**config.mk**
```make
export PLATFORM = sky130hd
export DESIGN_NAME = flat_json_object_tokenizer_top
export DESIGN_NICKNAME = d
export VERILOG_FILES = /design/src/rtl/core/fjt_pkg.sv /design/src/rtl/core/fjt_front.sv /design/src/rtl/core/fjt_queue.sv /design/src/rtl/core/fjt_back.sv /design/src/rtl/core/flat_json_object_tokenizer_top.sv
export VERILOG_INCLUDE_DIRS = /design/src /design/src/rtl/core
export SDC_FILE = /design/constraint.sdc
export NUM_CORES = 1
export LEC_CHECK = 0
export CAP_MARGIN = 20
export CORE_UTILIZATION = 50
export DETAILED_ROUTE_END_ITERATION = 8
export DONT_BUFFER_PORTS = 1
export PLACE_DENSITY_LB_ADDON = 0.25
export SYNTH_ARGS = -nofsm -noshare
export SYNTH_HDL_FRONTEND = slang
export SYNTH_SLANG_ARGS = --single-unit
```
**constraint.sdc**
```tcl
create_clock -name clk_i -period 11.9 [get_ports clk_i]
set_clock_uncertainty 0.2 [all_clocks]
set_input_delay 1.785 -clock clk_i [delete_from_list [all_inputs] [get_ports clk_i]]
set_output_delay 1.785 -clock clk_i [all_outputs]
set_load 0.02 [all_outputs]
```
**src/rtl/core/flat_json_object_tokenizer_top_defines.svh**
```systemverilog
// Assertion macros shared by the tokenizer RTL.
`ifndef FLAT_JSON_OBJECT_TOKENIZER_TOP_DEFINES_SVH
`define FLAT_JSON_OBJECT_TOKENIZER_TOP_DEFINES_SVH

// Generic clocked assertion with explicit clock and active-low reset.
`define FJT_ASSERT_CLK(lbl, clk, rstn, prop, msg) \
  lbl: assert property (@(posedge clk) disable iff (!rstn) prop) else $error(msg);

// Assertion on the block clock and reset.
`define FJT_ASSERT(lbl, prop, msg) \
  `FJT_ASSERT_CLK(lbl, clk_i, rst_ni, prop, msg)

`endif

```
**src/rtl/core/fjt_pkg.sv**
```systemverilog
// Shared types, constants and literal tables for the JSON object tokenizer.
`default_nettype none
package fjt_pkg;

  localparam int unsigned FjtQueueDepth = 4;

  localparam logic [15:0] MaxKeyReset   = 16'd511;
  localparam logic [15:0] MaxValueReset = 16'd4095;

  // Configuration register indexes
  localparam logic CfgMaxKey   = 1'b0;
  localparam logic CfgMaxValue = 1'b1;

  // Result kinds
  localparam logic [1:0] KindKey    = 2'd0;
  localparam logic [1:0] KindValue  = 2'd1;
  localparam logic [1:0] KindCommit = 2'd2;
  localparam logic [1:0] KindEnd    = 2'd3;

  // Literal kinds
  localparam logic [1:0] LitTrue  = 2'd0;
  localparam logic [1:0] LitFalse = 2'd1;
  localparam logic [1:0] LitNull  = 2'd2;

  typedef struct packed {
    logic [7:0] in_byte;
    logic       last_byte;
  } fjt_in_t;

  typedef struct packed {
    logic [7:0] out_byte;
    logic [1:0] out_kind;
    logic       run_last;
  } fjt_out_t;

  // One queued command: data bytes first, then commit, then document end.
  typedef struct packed {
    logic [2:0] data_cnt;   // 0..5 data items
    logic       lit;        // data bytes come from the literal table
    logic [1:0] lit_kind;
    logic [1:0] data_kind;  // key or value for a single byte
    logic [7:0] data_byte;
    logic       commit;
    logic       doc_end;
  } fjt_cmd_t;

  function automatic logic [2:0] lit_len(input logic [1:0] kind);
    case (kind)
      LitTrue:  lit_len = 3'd4;
      LitFalse: lit_len = 3'd5;
      LitNull:  lit_len = 3'd4;
      default:  lit_len = 3'd0;
    endcase
  endfunction

  function automatic logic [7:0] lit_char(input logic [1:0] kind, input logic [2:0] pos);
    logic [7:0] ch;
    ch = 8'd0;
    case (kind)
      LitTrue: begin
        case (pos)
          3'd0:    ch = "t";
          3'd1:    ch = "r";
          3'd2:    ch = "u";
          3'd3:    ch = "e";
          default: ch = 8'd0;
        endcase
      end
      LitFalse: begin
        case (pos)
          3'd0:    ch = "f";
          3'd1:    ch = "a";
          3'd2:    ch = "l";
          3'd3:    ch = "s";
          3'd4:    ch = "e";
          default: ch = 8'd0;
        endcase
      end
      LitNull: begin
        case (pos)
          3'd0:    ch = "n";
          3'd1:    ch = "u";
          3'd2:    ch = "l";
          3'd3:    ch = "l";
          default: ch = 8'd0;
        endcase
      end
      default: ch = 8'd0;
    endcase
    lit_char = ch;
  endfunction

endpackage
`default_nettype wire

```
**src/rtl/core/fjt_front.sv**
```systemverilog
// Front end: accepts bytes, runs the parse state machine, queues result commands.
`default_nettype none
module fjt_front
  import fjt_pkg::*;
(
  input  wire logic        clk_i,
  input  wire logic        rst_ni,
  input  wire logic        cfg_we_i,
  input  wire logic        cfg_idx_i,
  input  wire logic [15:0] cfg_wdata_i,
  input  wire logic        in_valid_i,
  output logic             in_ready_o,
  input  wire fjt_in_t     in_data_i,
  input  wire logic        q_full_i,
  output logic             q_push_o,
  output fjt_cmd_t         q_cmd_o
);

  typedef enum logic [3:0] {
    PhWait, PhObj, PhKey, PhKeyEsc, PhAfterKey, PhBeforeV,
    PhVStr, PhVEsc, PhLit, PhNum, PhIgnore
  } phase_e;

  phase_e      ph_q, ph_d, ph_mid;
  logic [1:0]  lk_q, lk_d;
  logic [2:0]  lp_q, lp_d, lp_inc;
  logic [15:0] kc_q, kc_d;
  logic [15:0] vc_q, vc_d;
  logic [15:0] max_key_q, max_val_q;
  logic [15:0] val_room;
  logic [7:0]  c;
  logic        accept;
  logic        lit_hit;
  fjt_cmd_t    cmd;

  function automatic logic is_ws(input logic [7:0] b);
    is_ws = (b == 8'd32) || (b >= 8'd9 && b <= 8'd13);
  endfunction

  function automatic logic is_num(input logic [7:0] b);
    is_num = (b >= "0" && b <= "9") || b == "." || b == "e" || b == "E" ||
             b == "+" || b == "-";
  endfunction

  function automatic logic [7:0] unesc(input logic [7:0] b);
    case (b)
      "n":     unesc = 8'd10;
      "t":     unesc = 8'd9;
      "r":     unesc = 8'd13;
      default: unesc = b;
    endcase
  endfunction

  function automatic logic is_value_ph(input phase_e p);
    is_value_ph = (p == PhBeforeV) || (p == PhVStr) || (p == PhVEsc) ||
                  (p == PhLit) || (p == PhNum);
  endfunction

  // Next phase for a byte seen where a key, comma or close may come.
  function automatic phase_e obj_next(input logic [7:0] b);
    if (is_ws(b) || b == ",") obj_next = PhObj;
    else if (b == "\"")       obj_next = PhKey;
    else                      obj_next = PhIgnore;
  endfunction

  assign c          = in_data_i.in_byte;
  assign in_ready_o = !q_full_i;
  assign accept     = in_valid_i && in_ready_o;
  assign lp_inc     = lp_q + 3'd1;
  assign val_room   = max_val_q - vc_q;
  assign lit_hit    = (lp_q < lit_len(lk_q)) && (c == lit_char(lk_q, lp_q));

  always_comb begin
    ph_mid = ph_q;
    lk_d   = lk_q;
    lp_d   = lp_q;
    kc_d   = kc_q;
    vc_d   = vc_q;
    cmd    = '0;

    if (c == 8'd0) begin
      cmd.commit = is_value_ph(ph_q);
      ph_mid     = PhIgnore;
    end else begin
      case (ph_q)
        PhWait: begin
          if (c == "{")       ph_mid = PhObj;
          else if (!is_ws(c)) ph_mid = PhIgnore;
        end
        PhObj: begin
          ph_mid = obj_next(c);
          if (c == "\"") kc_d = '0;
        end
        PhKey, PhKeyEsc: begin
          if (ph_q == PhKey && c == "\\") begin
            ph_mid = PhKeyEsc;
          end else if (ph_q == PhKey && c == "\"") begin
            ph_mid = PhAfterKey;
          end else begin
            ph_mid = PhKey;
            if (kc_q < max_key_q) begin
              cmd.data_cnt  = 3'd1;
              cmd.data_kind = KindKey;
              cmd.data_byte = (ph_q == PhKeyEsc) ? unesc(c) : c;
              kc_d          = kc_q + 16'd1;
            end
          end
        end
        PhAfterKey: begin
          if (c == ":") begin
            vc_d   = '0;
            ph_mid = PhBeforeV;
          end else if (!is_ws(c)) begin
            ph_mid = PhIgnore;
          end
        end
        PhBeforeV: begin
          if (is_ws(c)) begin
            ph_mid = PhBeforeV;
          end else if (c == "\"") begin
            ph_mid = PhVStr;
          end else if (c == "t" || c == "f" || c == "n") begin
            lk_d   = (c == "t") ? LitTrue : ((c == "f") ? LitFalse : LitNull);
            lp_d   = 3'd1;
            ph_mid = PhLit;
          end else if (is_num(c)) begin
            ph_mid = PhNum;
            if (vc_q < max_val_q) begin
              cmd.data_cnt  = 3'd1;
              cmd.data_kind = KindValue;
              cmd.data_byte = c;
              vc_d          = vc_q + 16'd1;
            end
          end else begin
            // bad value byte: empty value, then re-examined as object byte
            cmd.commit = 1'b1;
            ph_mid     = obj_next(c);
            if (c == "\"") kc_d = '0;
          end
        end
        PhVStr, PhVEsc: begin
          if (ph_q == PhVStr && c == "\\") begin
            ph_mid = PhVEsc;
          end else if (ph_q == PhVStr && c == "\"") begin
            cmd.commit = 1'b1;
            ph_mid     = PhObj;
          end else begin
            ph_mid = PhVStr;
            if (vc_q < max_val_q) begin
              cmd.data_cnt  = 3'd1;
              cmd.data_kind = KindValue;
              cmd.data_byte = (ph_q == PhVEsc) ? unesc(c) : c;
              vc_d          = vc_q + 16'd1;
            end
          end
        end
        PhLit: begin
          if (lit_hit) begin
            lp_d = lp_inc;
            if (lp_inc == lit_len(lk_q)) begin
              // full match: emit as many literal bytes as the value limit allows
              if (vc_q < max_val_q) begin
                if (val_room < {13'd0, lit_len(lk_q)}) cmd.data_cnt = val_room[2:0];
                else                                   cmd.data_cnt = lit_len(lk_q);
              end
              cmd.lit      = 1'b1;
              cmd.lit_kind = lk_q;
              cmd.commit   = 1'b1;
              vc_d         = vc_q + {13'd0, cmd.data_cnt};
              ph_mid       = PhObj;
            end
          end else begin
            cmd.commit = 1'b1;
            ph_mid     = PhIgnore;
          end
        end
        PhNum: begin
          if (is_num(c)) begin
            if (vc_q < max_val_q) begin
              cmd.data_cnt  = 3'd1;
              cmd.data_kind = KindValue;
              cmd.data_byte = c;
              vc_d          = vc_q + 16'd1;
            end
          end else begin
            cmd.commit = 1'b1;
            ph_mid     = obj_next(c);
            if (c == "\"") kc_d = '0;
          end
        end
        default: ph_mid = ph_q;
      endcase
    end

    ph_d = ph_mid;
    if (in_data_i.last_byte) begin
      cmd.commit  = cmd.commit | is_value_ph(ph_mid);
      cmd.doc_end = 1'b1;
      ph_d        = PhWait;
      lk_d        = '0;
      lp_d        = '0;
      kc_d        = '0;
      vc_d        = '0;
    end
  end

  assign q_cmd_o  = cmd;
  assign q_push_o = accept && ((cmd.data_cnt != 3'd0) || cmd.commit || cmd.doc_end);

  always_ff @(posedge clk_i or negedge rst_ni) begin
    if (!rst_ni) begin
      ph_q      <= PhWait;
      lk_q      <= '0;
      lp_q      <= '0;
      kc_q      <= '0;
      vc_q      <= '0;
      max_key_q <= MaxKeyReset;
      max_val_q <= MaxValueReset;
    end else begin
      if (accept) begin
        ph_q <= ph_d;
        lk_q <= lk_d;
        lp_q <= lp_d;
        kc_q <= kc_d;
        vc_q <= vc_d;
      end
      if (cfg_we_i) begin
        case (cfg_idx_i)
          CfgMaxKey:   max_key_q <= cfg_wdata_i;
          CfgMaxValue: max_val_q <= cfg_wdata_i;
          default:     max_key_q <= max_key_q;
        endcase
      end
    end
  end

endmodule
`default_nettype wire

```
**src/rtl/core/fjt_queue.sv**
```systemverilog
// Command queue between the parser and the result sequencer.
`default_nettype none
`include "flat_json_object_tokenizer_top_defines.svh"
module fjt_queue
  import fjt_pkg::*;
#(
  parameter int unsigned Depth = FjtQueueDepth
) (
  input  wire logic     clk_i,
  input  wire logic     rst_ni,
  input  wire logic     push_i,
  input  wire fjt_cmd_t push_cmd_i,
  output logic          full_o,
  input  wire logic     pop_i,
  output logic          valid_o,
  output fjt_cmd_t      head_o
);

  localparam int unsigned PtrW = (Depth > 1) ? $clog2(Depth) : 1;
  localparam int unsigned CntW = $clog2(Depth + 1);
  localparam logic [PtrW-1:0] LastPtr = PtrW'(Depth - 1);
  localparam logic [CntW-1:0] Full    = CntW'(Depth);

  fjt_cmd_t        mem_q [Depth];
  logic [PtrW-1:0] wr_q, rd_q;
  logic [CntW-1:0] cnt_q;

  assign full_o  = (cnt_q == Full);
  assign valid_o = (cnt_q != '0);
  assign head_o  = mem_q[rd_q];

  always_ff @(posedge clk_i) begin
    if (push_i) mem_q[wr_q] <= push_cmd_i;
  end

  always_ff @(posedge clk_i or negedge rst_ni) begin
    if (!rst_ni) begin
      wr_q  <= '0;
      rd_q  <= '0;
      cnt_q <= '0;
    end else begin
      if (push_i) wr_q <= (wr_q == LastPtr) ? '0 : wr_q + PtrW'(1);
      if (pop_i)  rd_q <= (rd_q == LastPtr) ? '0 : rd_q + PtrW'(1);
      case ({push_i, pop_i})
        2'b10:   cnt_q <= cnt_q + CntW'(1);
        2'b01:   cnt_q <= cnt_q - CntW'(1);
        default: cnt_q <= cnt_q;
      endcase
    end
  end

  `FJT_ASSERT(a_cnt_bound, cnt_q <= Full, "queue count above depth")
  `FJT_ASSERT(a_no_pop_empty, pop_i |-> valid_o, "pop from empty queue")
  `FJT_ASSERT(a_no_push_full, push_i |-> !full_o, "push into full queue")

endmodule
`default_nettype wire

```
**src/rtl/core/fjt_back.sv**
```systemverilog
// Back end: expands queued commands into result transfers through an output register.
`default_nettype none
`include "flat_json_object_tokenizer_top_defines.svh"
module fjt_back
  import fjt_pkg::*;
(
  input  wire logic     clk_i,
  input  wire logic     rst_ni,
  input  wire logic     q_valid_i,
  input  wire fjt_cmd_t q_head_i,
  output logic          q_pop_o,
  output logic          out_valid_o,
  input  wire logic     out_ready_i,
  output fjt_out_t      out_data_o
);

  logic [2:0] idx_q;
  logic [3:0] total;
  logic       is_last;
  logic       load;
  logic       out_valid_q;
  fjt_out_t   out_q, item;

  assign total   = {1'b0, q_head_i.data_cnt} + {3'd0, q_head_i.commit} +
                   {3'd0, q_head_i.doc_end};
  assign is_last = ({1'b0, idx_q} + 4'd1) == total;
  assign load    = q_valid_i && (!out_valid_q || out_ready_i);
  assign q_pop_o = load && is_last;

  always_comb begin
    item          = '0;
    item.run_last = is_last;
    if (idx_q < q_head_i.data_cnt) begin
      item.out_byte = q_head_i.lit ? lit_char(q_head_i.lit_kind, idx_q) : q_head_i.data_byte;
      item.out_kind = q_head_i.lit ? KindValue : q_head_i.data_kind;
    end else if (idx_q == q_head_i.data_cnt && q_head_i.commit) begin
      item.out_kind = KindCommit;
    end else begin
      item.out_kind = KindEnd;
    end
  end

  always_ff @(posedge clk_i) begin
    if (load) out_q <= item;
  end

  always_ff @(posedge clk_i or negedge rst_ni) begin
    if (!rst_ni) begin
      idx_q       <= '0;
      out_valid_q <= 1'b0;
    end else begin
      if (load) begin
        out_valid_q <= 1'b1;
        idx_q       <= is_last ? '0 : idx_q + 3'd1;
      end else if (out_ready_i) begin
        out_valid_q <= 1'b0;
      end
    end
  end

  assign out_valid_o = out_valid_q;
  assign out_data_o  = out_q;

  `FJT_ASSERT(a_idx_bound, idx_q <= 3'd6, "item index past longest burst")
  `FJT_ASSERT(a_idx_step, (load && !is_last) |=> (idx_q != 3'd0), "index did not advance")
  `FJT_ASSERT(a_end_last, (out_valid_q && out_q.out_kind == KindEnd) |-> out_q.run_last,
              "document end not final item of its byte")

endmodule
`default_nettype wire

```
**src/rtl/core/flat_json_object_tokenizer_top.sv**
```systemverilog
// Top level of the streaming flat JSON object tokenizer.
//
//  channel | direction | handshake               | payload
//  --------+-----------+-------------------------+------------------------------
//  in      | input     | in_valid_i / in_ready_o | in_data_i  (in_byte, last_byte)
//  out     | output    | out_valid_o/out_ready_i | out_data_o (out_byte, out_kind, run_last)
//  cfg     | input     | cfg_we_i (no wait)      | cfg_idx_i, cfg_wdata_i
//
// One input byte per cycle is taken while the command queue has room; the
// parser state machine updates in the cycle of the transfer.
// Each byte yields zero to seven results; the sequencer drives one result
// transfer per cycle while the receiver is ready, so a completed literal (up to
// seven results) holds the input back once the QueueDepth-entry queue fills.
// An input transfer reaches the output through the command queue and the output register.
// Reset (rst_ni low, asynchronous) clears parser, queue and output valid and
// loads the length limits with their defaults; no clearing pass is needed.
`default_nettype none
module flat_json_object_tokenizer_top
  import fjt_pkg::*;
#(
  parameter int unsigned QueueDepth = FjtQueueDepth
) (
  input  wire logic        clk_i,
  input  wire logic        rst_ni,
  input  wire logic        in_valid_i,
  output logic             in_ready_o,
  input  wire fjt_in_t     in_data_i,
  output logic             out_valid_o,
  input  wire logic        out_ready_i,
  output fjt_out_t         out_data_o,
  input  wire logic        cfg_we_i,
  input  wire logic        cfg_idx_i,
  input  wire logic [15:0] cfg_wdata_i
);

  // front -> queue
  logic     q_push, q_full;
  fjt_cmd_t q_push_cmd;
  // queue -> back
  logic     q_valid, q_pop;
  fjt_cmd_t q_head;

  // Parser: classifies each byte, tracks key/value lengths, holds limits.
  fjt_front u_front (
    .clk_i       (clk_i),
    .rst_ni      (rst_ni),
    .cfg_we_i    (cfg_we_i),
    .cfg_idx_i   (cfg_idx_i),
    .cfg_wdata_i (cfg_wdata_i),
    .in_valid_i  (in_valid_i),
    .in_ready_o  (in_ready_o),
    .in_data_i   (in_data_i),
    .q_full_i    (q_full),
    .q_push_o    (q_push),
    .q_cmd_o     (q_push_cmd)
  );

  // Short command queue decouples input stalls from output stalls.
  fjt_queue #(
    .Depth (QueueDepth)
  ) u_queue (
    .clk_i      (clk_i),
    .rst_ni     (rst_ni),
    .push_i     (q_push),
    .push_cmd_i (q_push_cmd),
    .full_o     (q_full),
    .pop_i      (q_pop),
    .valid_o    (q_valid),
    .head_o     (q_head)
  );

  // Sequencer: one result per cycle into the registered output stage, while the output is not stalled.
  fjt_back u_back (
    .clk_i       (clk_i),
    .rst_ni      (rst_ni),
    .q_valid_i   (q_valid),
    .q_head_i    (q_head),
    .q_pop_o     (q_pop),
    .out_valid_o (out_valid_o),
    .out_ready_i (out_ready_i),
    .out_data_o  (out_data_o)
  );

endmodule
`default_nettype wire

```
==> metrics.md, run 1 <==
| Metric | Value |
|---|---|
| Hold Crit Depth | `1` |
| HPWL after detailed placement | `approximately 17000 µm` |
| Core Rows | `52` |
| Worst r2r src | `u_front.max_val_q[0]` |
| Final wirelength | `around 24000 µm` |
| CTS tree | `done` |
| Clk buf depth | `2` |
| CP max FO | `8` |
| Pre-CTS WS | `6.28 ns` |
| Post-cts sizing count | `0` |
| Slew headroom | `37.2%` |
| Share of power burned in registers | `37.7%` |
| Post-synth ARST share | `51.5%` |
| Post-Synthesis Cells | `1023` |
| Total net switching power | `between 0.0008 and 0.0009 W` |
| Max incr delay on CP | `0.66 ns` |
| Internal power | `0.00137 W` |
| R2r worst-path depth | `23` |
| Final hold vios | `0` |
| CP cell instances | `inv_1 > ha_1 > inv_1 > fa_1 > xor2_1 > ha_1 > a311oi_1 > nand4b_1 > nor4_1 > o2111ai_1 > nor4_1 > o211ai_1 > mux2i_1 > a21o_1 > ha_1 > fa_1 > a21oi_1 > nor2_1 > inv_1 > nor3_1 > a31oi_1 > o31ai_1 > o41ai_2` |
| Largest net degree at the start of global routing | `85` |
| Remaining antenna violation count after routing | `0` |
| Post-synthesis sequential element count | `163` |
| Initial antenna violation count | `0` |
| CTS Hold Buffers Added | `0` |
| Maximum clock rate | `roughly 180 MHz` |
| Via Count | `approximately 8000` |
| CTS Root Cell | `clkbuf_16` |
| Syn nets | `1116` |
| # setup viols final | `0` |
| Tmin final | `5.46 ns` |
| Syn. warnings | `0` |
| Worst Hold Launch | `u_front.vc_q[13]` |
| Final worst slack | `6.44 ns` |
| Worst setup SP type | `register` |
| Ant. Diodes | `0` |
| Crit path DAT | `5.57 ns` |
| Starting Density | `50.9%` |
| Nets | `1093` |
| Post-synth EDFFs | `79` |
| Tot GR Track Use | `a little under a quarter` |
| Timing startpoint of the critical path | `u_front.max_val_q[0]` |
| Clock power frac | `a little under a quarter` |
| Max-slew violations | `0` |
| Die area | `21100 µm²` |
| R2R Setup Slk | `6.44 ns` |
| CP max stage cell | `nor3_1` |
| Drt pass-1 iters | `5` |
| Clk slew on worst S/H paths | `0.07 ns` |
| Via density | `between 6 and 7` |
| Die Y | `145 µm` |
| Die X | `145 µm` |
| MaxCap Viol Count | `0` |
| Ys flop type | `edfxtp_1` |
| DR iter-0 viols | `624` |
| Clk Latency, worst-skew pair | `0.44 ns` |
| Synth cell types | `82` |
| Critical Path RT | `12.00 ns` |
| Number of global-route vias before repair | `7209` |
| Worst-Margin Slew | `0.942 ns` |
| Postcts setup bufs | `0` |
| CORE AREA | `~20000 µm²` |
| Hold Path End | `u_front.vc_q[13]` |
| Switching Share | `39.4%` |
| CTS buffer count | `17` |
| Setup TNS | `0 ns` |
| RSZ-0062 raised after global routing | `false` |
| Worst VDD drop | `0.000118 V` |
| Port bufs | `0` |
| First-pass GRT wire length | `38500 µm` |
| H-tree depth | `4` |
| Synthesized area per cell | `10.0 µm²` |
| Synthesized area | `slightly above 10000 µm²` |
| HP Class | `register to register` |
| DRC | `0` |
| Routability cong. | `0.913` |
| Share of layout cells above drive strength 1 | `11.4%` |
| IO Count | `44` |
| Clk sinks | `approximately 160` |
| Power density cells | `205 nW/µm²` |
| Status | `complete, no violations` |
| Global route overflow | `0` |
| Endpoint of the worst register-to-register path | `u_front.vc_q[8]` |
| Final period util | `45.9%` |
| Logic gate share of total power | `38.2%` |
| Crit. End Element | `register` |
| Post-synthesis sequential area ratio | `43.8%` |
| LEAKAGE | `roughly 4.4 nW` |
| Crit Path Category | `register to register` |
| Area Overhead vs Synth | `7.41%` |
| Avg WL per Cell | `18.7 µm` |
[kinds of logic (layout without fill, tap and decap cells)]
family | after synthesis | in the layout | share of synthesized area (%)
AND/OR/NAND/NOR | 355 | 355 | 18.1
flip-flops | 163 | 163 | 43.8
multiplexers | 47 | 47 | 6.92
AO/OA/AOI/OAI | 252 | 252 | 16.4
XOR/XNOR | 29 | 29 | 2.47
buffers and inverters | 115 | 105 | 4.42
adder cells (fa/ha/maj) | 62 | 62 | 7.84
[routing by layer]
metal / wire length [µm] / track usage [%] / part of all wire, % / vias up
met5: 0 / 0 / 0 / -
met4: 351 / 6.16 / 1.5 / 0
met3: 1290 / 4.83 / 5.4 / 30
met2: 11200 / 36.9 / 47 / 224
met1: 11100 / 32.1 / 46 / 3764
li1: - / - / - / 3761
[per-stage QoR]
step | total power, W | instance area, µm² | hold slack (ns) | util [%] | instances
floorplan | 0.00152 | 10300 | 0.251 | - | 1023
global placement | 0.00171 | 10400 | 0.284 | 51.8 | 1251
detailed placement | 0.00172 | 10400 | 0.295 | 51.8 | 1251
CTS | 0.00227 | 11000 | 0.304 | 54.7 | 1283
global route | 0.00240 | 11000 | 0.326 | 54.7 | 1283
finish | 0.00226 | 11000 | 0.299 | 54.7 | 1283
[cell usage in the layout, fill, tap and decap left out, types with 5 or more instances in the layout]
cell type	synthesis	routed
clkbuf_16	0	17
o22ai_1	5	5
a211o_1	5	5
o31ai_1	18	18
inv_1	68	68
o21ai_0	73	73
nor4_1	11	11
and2_1	12	12
mux2i_1	8	8
xnor2_1	9	9
nand3_1	24	24
a211oi_1	9	9
mux2_2	22	22
nor3_1	28	28
nor4bb_1	6	6
a31oi_1	12	12
nand2b_1	12	12
nand4_1	24	24
nor2b_1	17	17
o21a_1	14	14
and3_1	10	10
nor3b_1	5	5
nor2_1	78	78
ha_1	58	58
dfrtp_1	63	63
xor2_1	20	20
or2_2	5	5
nand2_1	86	86
a21oi_1	39	39
mux4_2	17	17
edfxtp_1	79	79
nand3b_1	7	7
dfstp_2	21	21
a21o_1	18	18
o21bai_1	5	5
a22oi_1	6	6
[cell usage after synthesis, drive strengths merged, types with 22 or more instances]
cell    instances  area share (%)
a21oi          39             1.9
nor3           28             1.4
inv            69             2.5
o21ai          73             3.6
nor2           78             2.9
mux2           22             2.4
ha             58             7.1
nand3          24             1.2
nand4          24             1.5
nand2          86             3.1
clkbuf         38             1.4
edfxtp         79              23
dfrtp          63              15
[registers in the layout, summed over array words and instances (netlist names)]
| name | cells |
|---|---|
| u_queue.rd_q | 2 |
| u_front.max_key_q | 16 |
| u_back.idx_q | 3 |
| u_front.max_val_q | 16 |
| u_front.lk_q | 2 |
| u_queue.wr_q | 2 |
| u_back.out_valid_o | 1 |
| u_front.ph_q | 4 |
| u_front.lp_q | 3 |
| u_back.out_data_o | 11 |
| u_queue.cnt_q | 3 |
| u_front.vc_q | 16 |
| u_front.kc_q | 16 |
| u_queue.mem_q | 68 |
[power by group through the flow]
stage	Sequential, W	Clock, W	Combinational (W)
after floorplan	0.000811	0	0.000712
after global placement	0.000860	0	0.000846
after detailed placement	0.000863	0	0.000857
after CTS	0.000851	0.000552	0.000864
after global routing	0.000864	0.000573	0.000961
final	0.000852	0.000543	0.000864
[cell type report]
cell class                      count  area [µm²]
Inverter                           69         259
Fill cell                        1771        9140
Sequential cell                   163        4500
Multi-Input combinational cell    745        5320
Timing Repair Buffer                4        30.0
Clock inverter                     15         163
Clock buffer                       17         425
Tap cell                          270         338
[worst max path at each step]
stage | endpoint | slack [ns] | cells past startpoint
floorplan | u_queue.cnt_q[2] | 6.44 | 16
global placement | u_queue.cnt_q[2] | 6.30 | 14
detailed placement | u_queue.cnt_q[2] | 6.28 | 14
CTS | u_front.vc_q[8] | 6.53 | 23
global route | u_front.vc_q[8] | 6.04 | 23
finish | u_front.vc_q[8] | 6.44 | 23
[worst max-delay path: cells and delay by family, from the launching register on]
| family | cells | cell delay, ns |
|---|---|---|
| muxes | 1 | 0.32 |
| and+or+nand+nor | 5 | 1.40 |
| AOI/OAI and AO/OA | 8 | 1.43 |
| xor gates and xnor gates | 1 | 0.19 |
| adders and majority gates | 5 | 1.22 |
| DFF | 1 | 0.37 |
| buffers and inverters | 3 | 0.20 |
Note: power is estimated with default switching activity, not from simulation.
==> inputs of run 2 (changes only) <==
==> constraint.sdc (replaced) <==
create_clock -name clk_i -period 5.2 [get_ports clk_i]
set_clock_uncertainty 0.2 [all_clocks]
set_input_delay 0.78 -clock clk_i [delete_from_list [all_inputs] [get_ports clk_i]]
set_output_delay 0.78 -clock clk_i [all_outputs]
set_load 0.02 [all_outputs]
==> run 2 against run 1 <==
Critical path depth fell by 5; sequential power up 130%; critical path type unchanged; via count increased by 0.93%; first-iteration DRC count shrank 12%; global-route usage up 0.42 points; setup slack lost 6.0 ns; design area grew 1.6%; final cell count grew 1.2%; total power is 130% higher; register-to-register slack worse by 6.0 ns.
==> metrics.md, run 2 (synthesis results as in run 1) <==
| Metric | Value |
|---|---|
| Status | `complete, no violations (unchanged)` |
| Most frequent cells in the layout | `nand2_1 (86), edfxtp_1 (79), nor2_1 (78) (unchanged)` |
| Drt pass-1 iters | `5 (unchanged)` |
| CP max FO | `7 (was 8)` |
| LEAKAGE | `4.51 nW (was 4.41 nW)` |
| Power density cells | `472 nW/µm² (was 205 nW/µm²)` |
| HP Class | `input port to asynchronous set/reset pin (was register to register)` |
| CP max stage cell | `o211ai_1 (was nor3_1)` |
| Die X | `145 µm (unchanged)` |
| H-tree depth | `4 (unchanged)` |
| Met2 usage | `38.8% (was 36.9%)` |
| Routability cong. | `0.912 (was 0.913)` |
| Die Y | `145 µm (unchanged)` |
| Remaining antenna violation count after routing | `0 (unchanged)` |
| Global route overflow | `0 (unchanged)` |
| Number of global-route vias before repair | `7677 (was 7209)` |
| Crit Path Category | `register to register (unchanged)` |
| Area Overhead vs Synth | `9.16% (was 7.41%)` |
| HPWL after detailed placement | `17300 µm (about the same)` |
| Clk sinks | `163 (unchanged)` |
| Largest net degree at the start of global routing | `85 (unchanged)` |
| Clk buf depth | `2 (unchanged)` |
| CORE AREA | `20200 µm² (unchanged)` |
| Core Rows | `52 (unchanged)` |
| DR iter-0 viols | `551 (was 624)` |
| Worst-Margin Slew | `0.934 ns (was 0.942 ns)` |
| GR Util met3 | `5.45% (was 4.83%)` |
| Setup TNS | `0 ns (unchanged)` |
| Crit path DAT | `4.89 ns (was 5.57 ns)` |
| Crit. End Element | `register (unchanged)` |
| Via Count | `7851 (was 7779)` |
| Clk slew on worst S/H paths | `0.08 ns (was 0.07 ns)` |
| Max-slew violations | `0 (unchanged)` |
| Max incr delay on CP | `0.43 ns (was 0.66 ns)` |
| First-pass GRT wire length | `39800 µm (was 38500 µm)` |
| CTS tree | `done (unchanged)` |
| Utilization after layout | `55.6% (was 54.7%)` |
| DRC | `0 (unchanged)` |
| MaxCap Viol Count | `0 (unchanged)` |
| Tmin final | `4.77 ns (was 5.46 ns)` |
| CTS Root Cell | `clkbuf_16 (unchanged)` |
| CP cell instances | `inv_1 > ha_1 > nor2b_1 > o31a_1 > nor4_1 > o31a_1 > o21ai_0 > and3_1 > o211ai_1 > mux2i_1 > nor2_1 > ha_1 > a21o_1 > and3_1 > and2_1 > a31oi_1 > o31ai_1 > o41ai_2 (was inv_1 > ha_1 > inv_1 > fa_1 > xor2_1 > ha_1 > a311oi_1 > nand4b_1 > nor4_1 > o2111ai_1 > nor4_1 > o211ai_1 > mux2i_1 > a21o_1 > ha_1 > fa_1 > a21oi_1 > nor2_1 > inv_1 > nor3_1 > a31oi_1 > o31ai_1 > o41ai_2)` |
| Most common cell after layout, fill and taps aside | `nand2_1 (unchanged)` |
| Worst r2r src | `u_front.vc_q[1] (was u_front.max_val_q[0])` |
| Critical Path RT | `5.31 ns (was 12.00 ns)` |
| Final wirelength | `24000 µm (was 23900 µm)` |
| Worst VDD drop | `0.000275 V (was 0.000118 V)` |
| Flip-flop count of the largest register after layout | `68 (unchanged)` |
| Die area | `21100 µm² (unchanged)` |
| Slew headroom | `37.6% (was 37.2%)` |
| Port bufs | `0 (unchanged)` |
| Worst setup SP type | `register (unchanged)` |
| Final hold vios | `0 (unchanged)` |
| # setup viols final | `0 (unchanged)` |
| Top Family by Delay on Critical Path | `compound AO/OA/AOI/OAI gates (unchanged)` |
| Share of layout cells above drive strength 1 | `12.8% (was 11.4%)` |
| Via density | `6.05 (was 6.06)` |
| Starting Density | `50.9% (unchanged)` |
| IO Count | `44 (unchanged)` |
| Clk Latency, worst-skew pair | `0.44 ns (about the same)` |
| Initial antenna violation count | `0 (unchanged)` |
| GRT busiest layer | `met2 (unchanged)` |
| Final period util | `91.8% (was 45.9%)` |
| Reg with most FFs | `u_queue.mem_q (unchanged)` |
| Timing startpoint of the critical path | `u_front.vc_q[1] (was u_front.max_val_q[0])` |
| Ant. Diodes | `0 (unchanged)` |
| Met1 usage | `31.2% (was 32.1%)` |
| Nets | `1108 (was 1093)` |
| CTS buffer count | `17 (unchanged)` |
| Maximum clock rate | `209 MHz (was 183 MHz)` |
| WP buf/inv | `1 (was 3)` |
| RSZ-0062 raised after global routing | `false (unchanged)` |
| Avg WL per Cell | `18.5 µm (was 18.7 µm)` |
| Tot GR Track Use | `23.6% (was 23.1%)` |
==> run 2: stage by stage <==
stage / worst slack [ns] / power [W] / area [µm²] / instances / hold slack (ns)
5_1_grt: 0.0385 / 0.00563 / 11200 / 1298 / 0.0631
2_1_floorplan: 0.405 / 0.00349 / 10300 / 1023 / 0.251
3_3_place_gp: 0.573 / 0.00393 / 10600 / 1265 / 0.276
4_1_cts: 0.464 / 0.00531 / 11200 / 1298 / 0.0501
3_5_place_dp: 0.475 / 0.00398 / 10600 / 1265 / 0.283
6_report: 0.426 / 0.00529 / 11200 / 1298 / 0.0225
==> run 2: final cells by class <==
class	count	area [µm²]
clock inverters	15	199
fillers	1750	8960
multi-input cells	745	5330
clock buffers	17	425
flip-flops and latches	163	4500
well taps	270	338
repair buffers	19	163
inverters	69	259
==> run 2: per-layer routing <==
layer / wire (µm) / vias to the layer above
li1: - / 3782
met1: 10800 / 3781
met2: 11300 / 254
met3: 1540 / 34
met4: 421 / 0
met5: 0 / -
==> run 2: worst paths after layout <==
check	to	slack, ns	cells after the start
max	u_front.vc_q[15]	0.43	18
min	u_back.idx_q[1]	0.02	1
max reg2reg	u_front.vc_q[15]	0.43	18
min reg2reg	u_front.vc_q[13]	0.30	1
max in group asynchronous	u_front.max_val_q[0]	4.36	1
min in group clk_i	u_front.ph_q[1]	0.24	1
==> run 2: report_power, final <==
group | switching [W] | total [W] | internal (W)
combinational | 0.00122 | 0.00206 | 0.000844
clock | 0.000639 | 0.00130 | 0.000662
sequential | 0.000236 | 0.00192 | 0.00168
total | 0.00210 | 0.00529 | 0.00319
==> run 2: repair_timing <==
item,in CTS,in global routing
setup endpoints to repair,0,3
gates resized for setup,0,2
hold endpoints to repair,84,0
setup buffers,0,0
hold buffers,1,0
